--- src/sv/wrsi_pkg.sv ---
// ----------------------------------------------------------------------------
// Wilder RSI tracker package
// Shared widths, constants and the command and status bundles that pass
// between the controller and the datapath.
// ----------------------------------------------------------------------------
package wrsi_pkg;

    localparam int unsigned ACC_BITS     = 56;
    localparam int unsigned SUM_BITS     = ACC_BITS + 1;
    localparam int unsigned PROD_BITS    = 64;
    localparam int unsigned RSI_BITS     = 23;
    localparam int unsigned CNT_BITS     = 8;
    localparam int unsigned PERIOD_BITS  = 8;
    localparam int unsigned MAX_PERIOD   = 255;

    localparam logic [PERIOD_BITS-1:0] PERIOD_RESET = 8'd14;
    localparam logic [6:0]             HUNDRED      = 7'd100;

    typedef struct packed {
        logic capture;
        logic delta;
        logic accum;
        logic divp;
        logic rmul;
        logic rdiv;
        logic load_out;
    } t_dp_cmd;

    typedef struct packed {
        logic restart;
        logic full;
        logic reach;
        logic loss_zero;
        logic out_busy;
    } t_dp_status;

endpackage

--- src/sv/wrsi_datapath.sv ---
// ----------------------------------------------------------------------------
// Wilder RSI datapath
// Holds the period register, the series state, two radix-2 lanes that divide
// the averages by the period, the radix-2 RSI divider and the output register.
// ----------------------------------------------------------------------------
module wrsi_datapath
    import wrsi_pkg::*;
#(
    parameter int unsigned PRICE_BITS    = 32,
    parameter int unsigned FRACTION_BITS = 16
) (
    input  logic                   i_clk,
    input  logic                   i_rst_n,
    input  t_dp_cmd                i_cmd,
    output t_dp_status             o_status,
    input  logic                   i_cfg_write,
    input  logic [PERIOD_BITS-1:0] i_cfg_period,
    input  logic [PRICE_BITS-1:0]  i_close_price,
    input  logic                   i_restart,
    input  logic                   i_out_stall,
    output logic                   o_out_valid,
    output logic [RSI_BITS-1:0]    o_rsi_value,
    output logic                   o_ready_res
);

    localparam int unsigned DVD_BITS = PROD_BITS + FRACTION_BITS;

    logic [PERIOD_BITS-1:0] r_period;
    logic [PERIOD_BITS-1:0] r_p;
    logic [PRICE_BITS-1:0]  r_close;
    logic                   r_restart;
    logic [PRICE_BITS-1:0]  r_prev;
    logic [CNT_BITS-1:0]    r_count;
    logic [ACC_BITS-1:0]    r_gain;
    logic [ACC_BITS-1:0]    r_loss;
    logic [ACC_BITS-1:0]    r_gain_fx;
    logic [ACC_BITS-1:0]    r_loss_fx;
    logic [ACC_BITS-1:0]    r_gprod;
    logic [ACC_BITS-1:0]    r_lprod;
    logic [PERIOD_BITS-1:0] r_grem;
    logic [PERIOD_BITS-1:0] r_lrem;
    logic [DVD_BITS-1:0]    r_dvd;
    logic [SUM_BITS-1:0]    r_den;
    logic [SUM_BITS-1:0]    r_rrem;
    logic [RSI_BITS-1:0]    r_quot;
    logic                   r_out_valid;
    logic [RSI_BITS-1:0]    r_out_rsi;
    logic                   r_out_ready;

    logic [PERIOD_BITS-1:0] p_eff;
    logic [PERIOD_BITS-1:0] pm1;
    logic                   up;
    logic [PRICE_BITS-1:0]  diff;
    logic [ACC_BITS-1:0]    fx;
    logic [PERIOD_BITS:0]   g_t;
    logic [PERIOD_BITS:0]   l_t;
    logic                   g_ge;
    logic                   l_ge;
    logic [PERIOD_BITS-1:0] g_rem_n;
    logic [PERIOD_BITS-1:0] l_rem_n;
    logic [SUM_BITS:0]      r_t;
    logic                   r_ge;
    logic [SUM_BITS-1:0]    rrem_n;
    logic [RSI_BITS-1:0]    res_val;

    always_comb begin
        p_eff = r_period;
        if (r_period == '0) begin
            p_eff = PERIOD_BITS'(1);
        end
        if (32'(r_period) > MAX_PERIOD) begin
            p_eff = PERIOD_BITS'(MAX_PERIOD);
        end
    end

    assign pm1  = r_p - PERIOD_BITS'(1);
    assign up   = r_close > r_prev;
    assign diff = up ? (r_close - r_prev) : (r_prev - r_close);
    assign fx   = ACC_BITS'({diff, FRACTION_BITS'(0)});

    assign g_t     = {r_grem, r_gain[ACC_BITS-1]};
    assign l_t     = {r_lrem, r_loss[ACC_BITS-1]};
    assign g_ge    = g_t >= {1'b0, r_p};
    assign l_ge    = l_t >= {1'b0, r_p};
    assign g_rem_n = g_ge ? PERIOD_BITS'(g_t - {1'b0, r_p}) : PERIOD_BITS'(g_t);
    assign l_rem_n = l_ge ? PERIOD_BITS'(l_t - {1'b0, r_p}) : PERIOD_BITS'(l_t);

    assign r_t    = {r_rrem, r_dvd[DVD_BITS-1]};
    assign r_ge   = r_t >= {1'b0, r_den};
    assign rrem_n = r_ge ? SUM_BITS'(r_t - {1'b0, r_den}) : SUM_BITS'(r_t);

    always_comb begin
        if (!o_status.full) begin
            res_val = '0;
        end else if (o_status.loss_zero) begin
            res_val = RSI_BITS'({HUNDRED, FRACTION_BITS'(0)});
        end else begin
            res_val = r_quot;
        end
    end

    assign o_status.restart   = r_restart;
    assign o_status.full      = r_count >= r_p;
    assign o_status.reach     = ({1'b0, r_count} + 9'd1) == {1'b0, r_p};
    assign o_status.loss_zero = r_loss == '0;
    assign o_status.out_busy  = r_out_valid & i_out_stall;

    always_ff @(posedge i_clk) begin
        if (!i_rst_n) begin
            r_period    <= PERIOD_RESET;
            r_prev      <= '0;
            r_count     <= '0;
            r_gain      <= '0;
            r_loss      <= '0;
            r_out_valid <= 1'b0;
        end else begin
            if (i_cfg_write) begin
                r_period <= i_cfg_period;
            end
            if (i_cmd.delta) begin
                r_prev <= r_close;
                if (r_restart) begin
                    r_count <= '0;
                    r_gain  <= '0;
                    r_loss  <= '0;
                end
            end
            if (i_cmd.accum) begin
                if (o_status.full) begin
                    r_gain <= r_gprod + r_gain_fx;
                    r_loss <= r_lprod + r_loss_fx;
                end else begin
                    r_gain <= r_gain + r_gain_fx;
                    r_loss <= r_loss + r_loss_fx;
                end
                if (r_count != '1) begin
                    r_count <= r_count + CNT_BITS'(1);
                end
            end
            if (i_cmd.divp) begin
                r_gain <= {r_gain[ACC_BITS-2:0], g_ge};
                r_loss <= {r_loss[ACC_BITS-2:0], l_ge};
            end
            if (i_cmd.load_out) begin
                r_out_valid <= 1'b1;
            end else if (!i_out_stall) begin
                r_out_valid <= 1'b0;
            end
        end
    end

    always_ff @(posedge i_clk) begin
        if (i_cmd.capture) begin
            r_close   <= i_close_price;
            r_restart <= i_restart;
            r_p       <= p_eff;
        end
        if (i_cmd.delta) begin
            r_gain_fx <= up ? fx : '0;
            r_loss_fx <= up ? '0 : fx;
            r_gprod   <= r_gain * ACC_BITS'(pm1);
            r_lprod   <= r_loss * ACC_BITS'(pm1);
        end
        if (i_cmd.accum) begin
            r_grem <= '0;
            r_lrem <= '0;
        end
        if (i_cmd.divp) begin
            r_grem <= g_rem_n;
            r_lrem <= l_rem_n;
        end
        if (i_cmd.rmul) begin
            r_dvd  <= {PROD_BITS'(r_gain) * PROD_BITS'(HUNDRED), FRACTION_BITS'(0)};
            r_den  <= SUM_BITS'(r_gain) + SUM_BITS'(r_loss);
            r_rrem <= '0;
            r_quot <= '0;
        end
        if (i_cmd.rdiv) begin
            r_rrem <= rrem_n;
            r_dvd  <= {r_dvd[DVD_BITS-2:0], 1'b0};
            r_quot <= {r_quot[RSI_BITS-2:0], r_ge};
        end
        if (i_cmd.load_out) begin
            r_out_rsi   <= res_val;
            r_out_ready <= o_status.full;
        end
    end

    assign o_out_valid = r_out_valid;
    assign o_rsi_value = r_out_rsi;
    assign o_ready_res = r_out_ready;

endmodule

--- src/sv/wrsi_ctrl.sv ---
// ----------------------------------------------------------------------------
// Wilder RSI controller
// Sequences capture, update, the period divisions, the RSI division and the
// output load for one transaction at a time.
// ----------------------------------------------------------------------------
module wrsi_ctrl
    import wrsi_pkg::*;
#(
    parameter int unsigned FRACTION_BITS = 16
) (
    input  logic       i_clk,
    input  logic       i_rst_n,
    input  logic       i_in_valid,
    output logic       o_in_stall,
    input  t_dp_status i_status,
    output t_dp_cmd    o_cmd
);

    localparam int unsigned R_STEPS = PROD_BITS + FRACTION_BITS;
    localparam int unsigned STEP_W  = $clog2(R_STEPS);
    localparam logic [STEP_W-1:0] P_LAST = STEP_W'(ACC_BITS - 1);
    localparam logic [STEP_W-1:0] R_LAST = STEP_W'(R_STEPS - 1);

    typedef enum logic [2:0] {
        S_IDLE,
        S_DELTA,
        S_ACCUM,
        S_DIVP,
        S_CHECK,
        S_RDIV,
        S_OUT
    } t_state;

    t_state            r_state;
    t_state            n_state;
    logic [STEP_W-1:0] r_step;
    logic [STEP_W-1:0] n_step;

    always_comb begin
        n_state = r_state;
        n_step  = r_step;
        o_cmd   = '0;
        unique case (r_state)
            S_IDLE: begin
                if (i_in_valid) begin
                    o_cmd.capture = 1'b1;
                    n_state       = S_DELTA;
                end
            end
            S_DELTA: begin
                o_cmd.delta = 1'b1;
                n_state     = S_ACCUM;
            end
            S_ACCUM: begin
                if (i_status.restart) begin
                    n_state = S_CHECK;
                end else begin
                    o_cmd.accum = 1'b1;
                    if (i_status.full || i_status.reach) begin
                        n_state = S_DIVP;
                        n_step  = P_LAST;
                    end else begin
                        n_state = S_CHECK;
                    end
                end
            end
            S_DIVP: begin
                o_cmd.divp = 1'b1;
                if (r_step == '0) begin
                    n_state = S_CHECK;
                end else begin
                    n_step = r_step - STEP_W'(1);
                end
            end
            S_CHECK: begin
                if (i_status.full && !i_status.loss_zero) begin
                    o_cmd.rmul = 1'b1;
                    n_state    = S_RDIV;
                    n_step     = R_LAST;
                end else begin
                    n_state = S_OUT;
                end
            end
            S_RDIV: begin
                o_cmd.rdiv = 1'b1;
                if (r_step == '0) begin
                    n_state = S_OUT;
                end else begin
                    n_step = r_step - STEP_W'(1);
                end
            end
            S_OUT: begin
                if (!i_status.out_busy) begin
                    o_cmd.load_out = 1'b1;
                    n_state        = S_IDLE;
                end
            end
            default: begin
                n_state = S_IDLE;
            end
        endcase
    end

    always_ff @(posedge i_clk) begin
        if (!i_rst_n) begin
            r_state <= S_IDLE;
            r_step  <= '0;
        end else begin
            r_state <= n_state;
            r_step  <= n_step;
        end
    end

    assign o_in_stall = r_state != S_IDLE;

endmodule

--- src/sv/wilder_rsi_tracker_top.sv ---
// ----------------------------------------------------------------------------
// Wilder RSI tracker top level: one transaction at a time, one result for each.
// A result follows the update, the period division once the window fills, and the RSI
// division when it is full with nonzero loss; the next one is accepted after its load.
// Output stalls delay both. Synchronous active-low reset clears the series, period is 14.
// ----------------------------------------------------------------------------
module wilder_rsi_tracker_top
    import wrsi_pkg::*;
#(
    parameter int unsigned PRICE_BITS    = 32,
    parameter int unsigned FRACTION_BITS = 16
) (
    input  logic                   i_clk,
    input  logic                   i_rst_n,
    input  logic                   i_in_valid,
    output logic                   o_in_stall,
    input  logic [PRICE_BITS-1:0]  i_close_price,
    input  logic                   i_restart,
    output logic                   o_out_valid,
    input  logic                   i_out_stall,
    output logic [RSI_BITS-1:0]    o_rsi_value,
    output logic                   o_ready_res,
    input  logic                   i_cfg_valid,
    output logic                   o_cfg_ready,
    input  logic [PERIOD_BITS-1:0] i_cfg_period
);

    t_dp_cmd    w_cmd;
    t_dp_status w_status;

    assign o_cfg_ready = 1'b1;

    wrsi_ctrl #(
        .FRACTION_BITS(FRACTION_BITS)
    ) u_ctrl (
        .i_clk      (i_clk),
        .i_rst_n    (i_rst_n),
        .i_in_valid (i_in_valid),
        .o_in_stall (o_in_stall),
        .i_status   (w_status),
        .o_cmd      (w_cmd)
    );

    wrsi_datapath #(
        .PRICE_BITS   (PRICE_BITS),
        .FRACTION_BITS(FRACTION_BITS)
    ) u_datapath (
        .i_clk         (i_clk),
        .i_rst_n       (i_rst_n),
        .i_cmd         (w_cmd),
        .o_status      (w_status),
        .i_cfg_write   (i_cfg_valid & o_cfg_ready),
        .i_cfg_period  (i_cfg_period),
        .i_close_price (i_close_price),
        .i_restart     (i_restart),
        .i_out_stall   (i_out_stall),
        .o_out_valid   (o_out_valid),
        .o_rsi_value   (o_rsi_value),
        .o_ready_res   (o_ready_res)
    );

`ifndef SYNTH
    a_busy_after_accept: assert property (@(posedge i_clk) disable iff (!i_rst_n)
        (i_in_valid && !o_in_stall) |=> o_in_stall)
        else $error("Input not stalled after an accepted transaction.");

    a_no_overwrite: assert property (@(posedge i_clk) disable iff (!i_rst_n)
        w_cmd.load_out |-> !(o_out_valid && i_out_stall))
        else $error("Output register loaded while a result is still held.");

    a_not_ready_zero: assert property (@(posedge i_clk) disable iff (!i_rst_n)
        (o_out_valid && !o_ready_res) |-> (o_rsi_value == '0))
        else $error("Nonzero RSI reported before the window is full.");
`endif

endmodule

--- config.mk ---
export PLATFORM = sky130hd
export DESIGN_NAME = wilder_rsi_tracker_top
export DESIGN_NICKNAME = d
export VERILOG_FILES = /design/src/sv/wrsi_pkg.sv /design/src/sv/wrsi_datapath.sv /design/src/sv/wrsi_ctrl.sv /design/src/sv/wilder_rsi_tracker_top.sv
export SDC_FILE = /design/constraint.sdc
export NUM_CORES = 2
export LEC_CHECK = 0
export ABC_CLOCK_PERIOD_IN_PS = 16250
export BUFFER_PORTS_ARGS = -buffer_cell sky130_fd_sc_hd__buf_2
export CAP_MARGIN = 15
export CORE_MARGIN = 10
export CORE_UTILIZATION = 60
export CTS_BUF_LIST = sky130_fd_sc_hd__clkbuf_2
export CTS_CLUSTER_DIAMETER = 150
export DETAILED_ROUTE_END_ITERATION = 10
export PLACE_DENSITY = 0.83
export SLEW_MARGIN = 5
export SYNTH_ARGS = -nofsm -noshare
export SYNTH_HDL_FRONTEND = slang
export SYNTH_SLANG_ARGS = --single-unit
--- constraint.sdc ---
create_clock -name i_clk -period 16.25 [get_ports i_clk]
set_input_delay 2.4375 -clock i_clk [delete_from_list [all_inputs] [get_ports i_clk]]
set_output_delay 2.4375 -clock i_clk [all_outputs]
set_load 0.005 [all_outputs]
==> impl_metrics.toml <==
[outcome]
outcome = "complete, no violations"

[placement]
pre_cts_ws_ns = 7.69
dp_hpwl_microns = 152000
port_buffers = 71
place_congestion = 1.00

[timing]
fin_ws_ns = 7.37
grt_setup_unrepaired = "no"
fmax_mhz = 113
finClkSkew_ns = 0.180
timing.final.hold_violations = 0
setup_viol = 0
slew_headroom = 0.178
final_max_slew_viol_count = 0
setup_tns_ns = 0
fin_crit_sh = 0.546
min_period_ns = 8.88
tightestPinTransition_ns = 1.22

[pwr]
leakagePower_nw = 33.1
pwr_density_cell_nw_per_um2 = 131
ir_drop_uv = 112

[clocking]
cts_root_buf = "clkbuf_2"
clk_latency_ns = 1.74
path_clk_slew_ns = 0.10
cts_resized = 0
cts_setup_buffers = 0
cts_buffers = 175
ctsHoldBuffers = 0
htree_levels = 4
cts.sinks = 627
cts_tree = "done"
clockBufferDepth = 3

[yosys]
synthSimpleGateAreaFrac = 0.165
synth_compound_area_frac = 0.157
synth_fp_nets = 9188
synth-xor-area-share = 0.0503
synth.top_cell.area_share = 0.196
syn_avg_cell_area_sq_um = 8.83
synth_flop_cell = "edfxtp_1"
synth.area.top_cells = "edfxtp_1 20%, fa_1 19%, ha_1 10%, inv_1 5.9%, dfxtp_1 4.9%"
synth.area.mux_share = 0.0105
yosysTopAreaCell = "edfxtp_1"
synthDistinctLibCells = 87
syn_inst = 7913
async_flop_share = 0
netlist_area_sq_um = 69800
ys_seq_area_frac = 0.245
synth_edf_count = 456
synth_top_family_by_area = "adder cells"
synth_fa_ha_area_frac = 0.291
yosysWarnings = 0
ys_ff_latch = 627

[setup_path]
rr_endpoint = "u_datapath.r_gprod[52]"
critPathTopFamily = "adder cells"
cp-endpoint = "u_datapath.r_gprod[52]"
worst_ep_arrival_time_ns = 10.45
required_ns = 17.82
cp-startpoint = "u_datapath.r_p[0]"
cp_slowest_stage_delay_ns = 0.77
worst-path-stages = 23
cp_num_buf_inv = 5
reg2reg_depth = 23
r2r_start = "u_datapath.r_p[0]"
path_class = "reg -> reg"
crit_chain = "clkinv_2 > ha_2 > xor2_4 > buf_4 > buf_4 > and2_1 > fa_1 > fa_1 > fa_1 > inv_1 > fa_1 > inv_1 > ha_1 > a21oi_1 > o211ai_1 > a31o_2 > o311ai_1 > o22ai_1 > a21oi_2 > a21oi_2 > o211ai_2 > or4b_1 > o211ai_1"
crit_path_max_fanout = 63
crit_top_cell = "fa_1"
crit_path_start_kind = "flop"
worstSetupEndpointType = "flop"
reg2reg_setup_slack_ns = 7.37
slowest_stage = "edfxtp_1"

[worst_hold_path]
min_path_type = "reg -> reg"

[floorplan]
die_area_sq_um = 130000
start_util = 0.603
core-area_sq_um = 116000
die_w_microns = 361
num_rows = 125
die_h_microns = 361
ioPinCount = 73

[final_layout]
nets = 9118
area_delta_synth_final_pct = 4.65
layout-drive-gt1-share = 0.0664

[detailed_routing]
drtIter0Drc = 6502
dr.pass1.iters = 10
drtAntennaViolNets = 0
wl_microns = 203000
num_vias = 59000
drc_errors = 0
wl_per_cell_microns = 21.3
vias_per_cell = 6.19

[grt]
grt_max_degree = 107
antenna_found_initial = 10
grt_pass1_wl_microns = 319000
track_usage = 0.306
grt_pass1_vias = 58500
gr-usage-met1 = 0.390
met2_usage = 0.482
top_usage_layer = "met2"
grt-ovfl-total = 0
gr-usage-met3 = 0.0726

[run]
max_cap_violations = 0
==> placed cells by master, fill, tap and decap left out, types with 75 or more instances in the layout <==
master,count
edfxtp_1,456
a21oi_1,543
inv_1,1096
ha_1,569
dfxtp_1,171
xnor2_1,262
nor3_1,91
and2_1,290
clkbuf_2,261
fa_1,659
o21ai_0,331
a21o_1,193
nand2_1,540
nor2_1,702
a211oi_1,85
nor2b_1,180
nand3_1,159
nand2b_1,154
and3_1,75
xor2_1,130
==> synthesized netlist by cell type (all sizes together) (10+ instances only) <==
cell type	n
o31ai	40
o221ai	10
a31oi	50
clkbuf	365
o21bai	62
or3	26
a22oi	47
o311ai	11
a221oi	17
or2	13
o211ai	31
ha	570
xor2	131
and2	291
a21oi	551
and3	75
inv	1101
buf	21
and4	14
xnor2	270
nand2	541
mux2	35
fa	659
nand2b	154
nor2b	180
mux2i	34
a211oi	88
o2111ai	10
nor3b	10
a211o	11
a21o	193
o21a	62
o21ai	342
nor2	706
a21boi	20
nand4	72
edfxtp	456
o22ai	16
a41oi	14
nor3	92
a222oi	59
nor4	31
o41ai	10
dfxtp	171
nand3	159
==> power breakdown <==
group | internal, mW | total (mW) | switching, mW
combinational | 2.09 | 5.59 | 3.50
sequential | 2.26 | 2.69 | 0.434
clock | 0.492 | 1.27 | 0.778
==> how the worst min path moves through the flow <==
stage / startpoint / to / slack, ns / depth (start not counted)
after floorplan: u_ctrl.r_step[5] / u_ctrl.r_step[5] / 0.43 / 2
after global placement: u_datapath.r_prev[31] / u_datapath.r_prev[31] / 0.44 / 2
after detailed placement: u_datapath.r_period[4] / u_datapath.r_p[4] / 0.45 / 0
after CTS: u_datapath.r_period[4] / u_datapath.r_p[4] / 0.36 / 0
after global routing: u_datapath.r_period[4] / u_datapath.r_p[4] / 0.38 / 0
final: u_datapath.r_period[4] / u_datapath.r_p[4] / 0.38 / 0
==> through the flow <==
step,util,instance area [sq um],std cells,hold slack (ns),power [mW]
global route,0.631,73100,9524,0.381,10.3
finish,0.631,73100,9526,0.377,9.55
global placement,0.616,71400,9190,0.442,7.92
detailed placement,0.616,71400,9190,0.449,8.12
floorplan,-,69800,7913,0.432,6.57
CTS,0.631,73100,9518,0.358,9.45
==> final cells by class <==
class	count	area [sq um]
fill	9506	42800
multi-input combinational	5797	47300
clock inverter	67	394
timing repair buffer	139	891
sequential	627	17100
tap	1524	1910
inverter	1103	4160
clock buffer	261	1310
antenna	8	20.0
==> per-layer routing <==
metal,part of all wire,wire [microns],vias up
li1,-,-,26600
met2,0.45,91500,3219
met5,0.00017,34,-
met4,0.056,11400,6
met1,0.39,78300,28500
met3,0.11,21900,648
==> flip-flops by register name, summed over array words and instances, names as in the netlist, 32 cells and up <==
| signal | count |
|---|---|
| u_datapath.r_close | 32 |
| u_datapath.r_den | 57 |
| u_datapath.r_dvd | 62 |
| u_datapath.r_gain | 56 |
| u_datapath.r_gain_fx | 32 |
| u_datapath.r_gprod | 56 |
| u_datapath.r_loss | 56 |
| u_datapath.r_loss_fx | 32 |
| u_datapath.r_lprod | 56 |
| u_datapath.r_prev | 32 |
| u_datapath.r_rrem | 57 |
==> cell families after synthesis <==
kind of cell | count (synthesis)
compound gates | 1715
flops | 627
other cells | 1
xor+xnor | 401
mux | 69
simple gates | 2382
fa+ha+maj | 1229
buf+inv | 1489
Power figures use the tool's default switching activity.
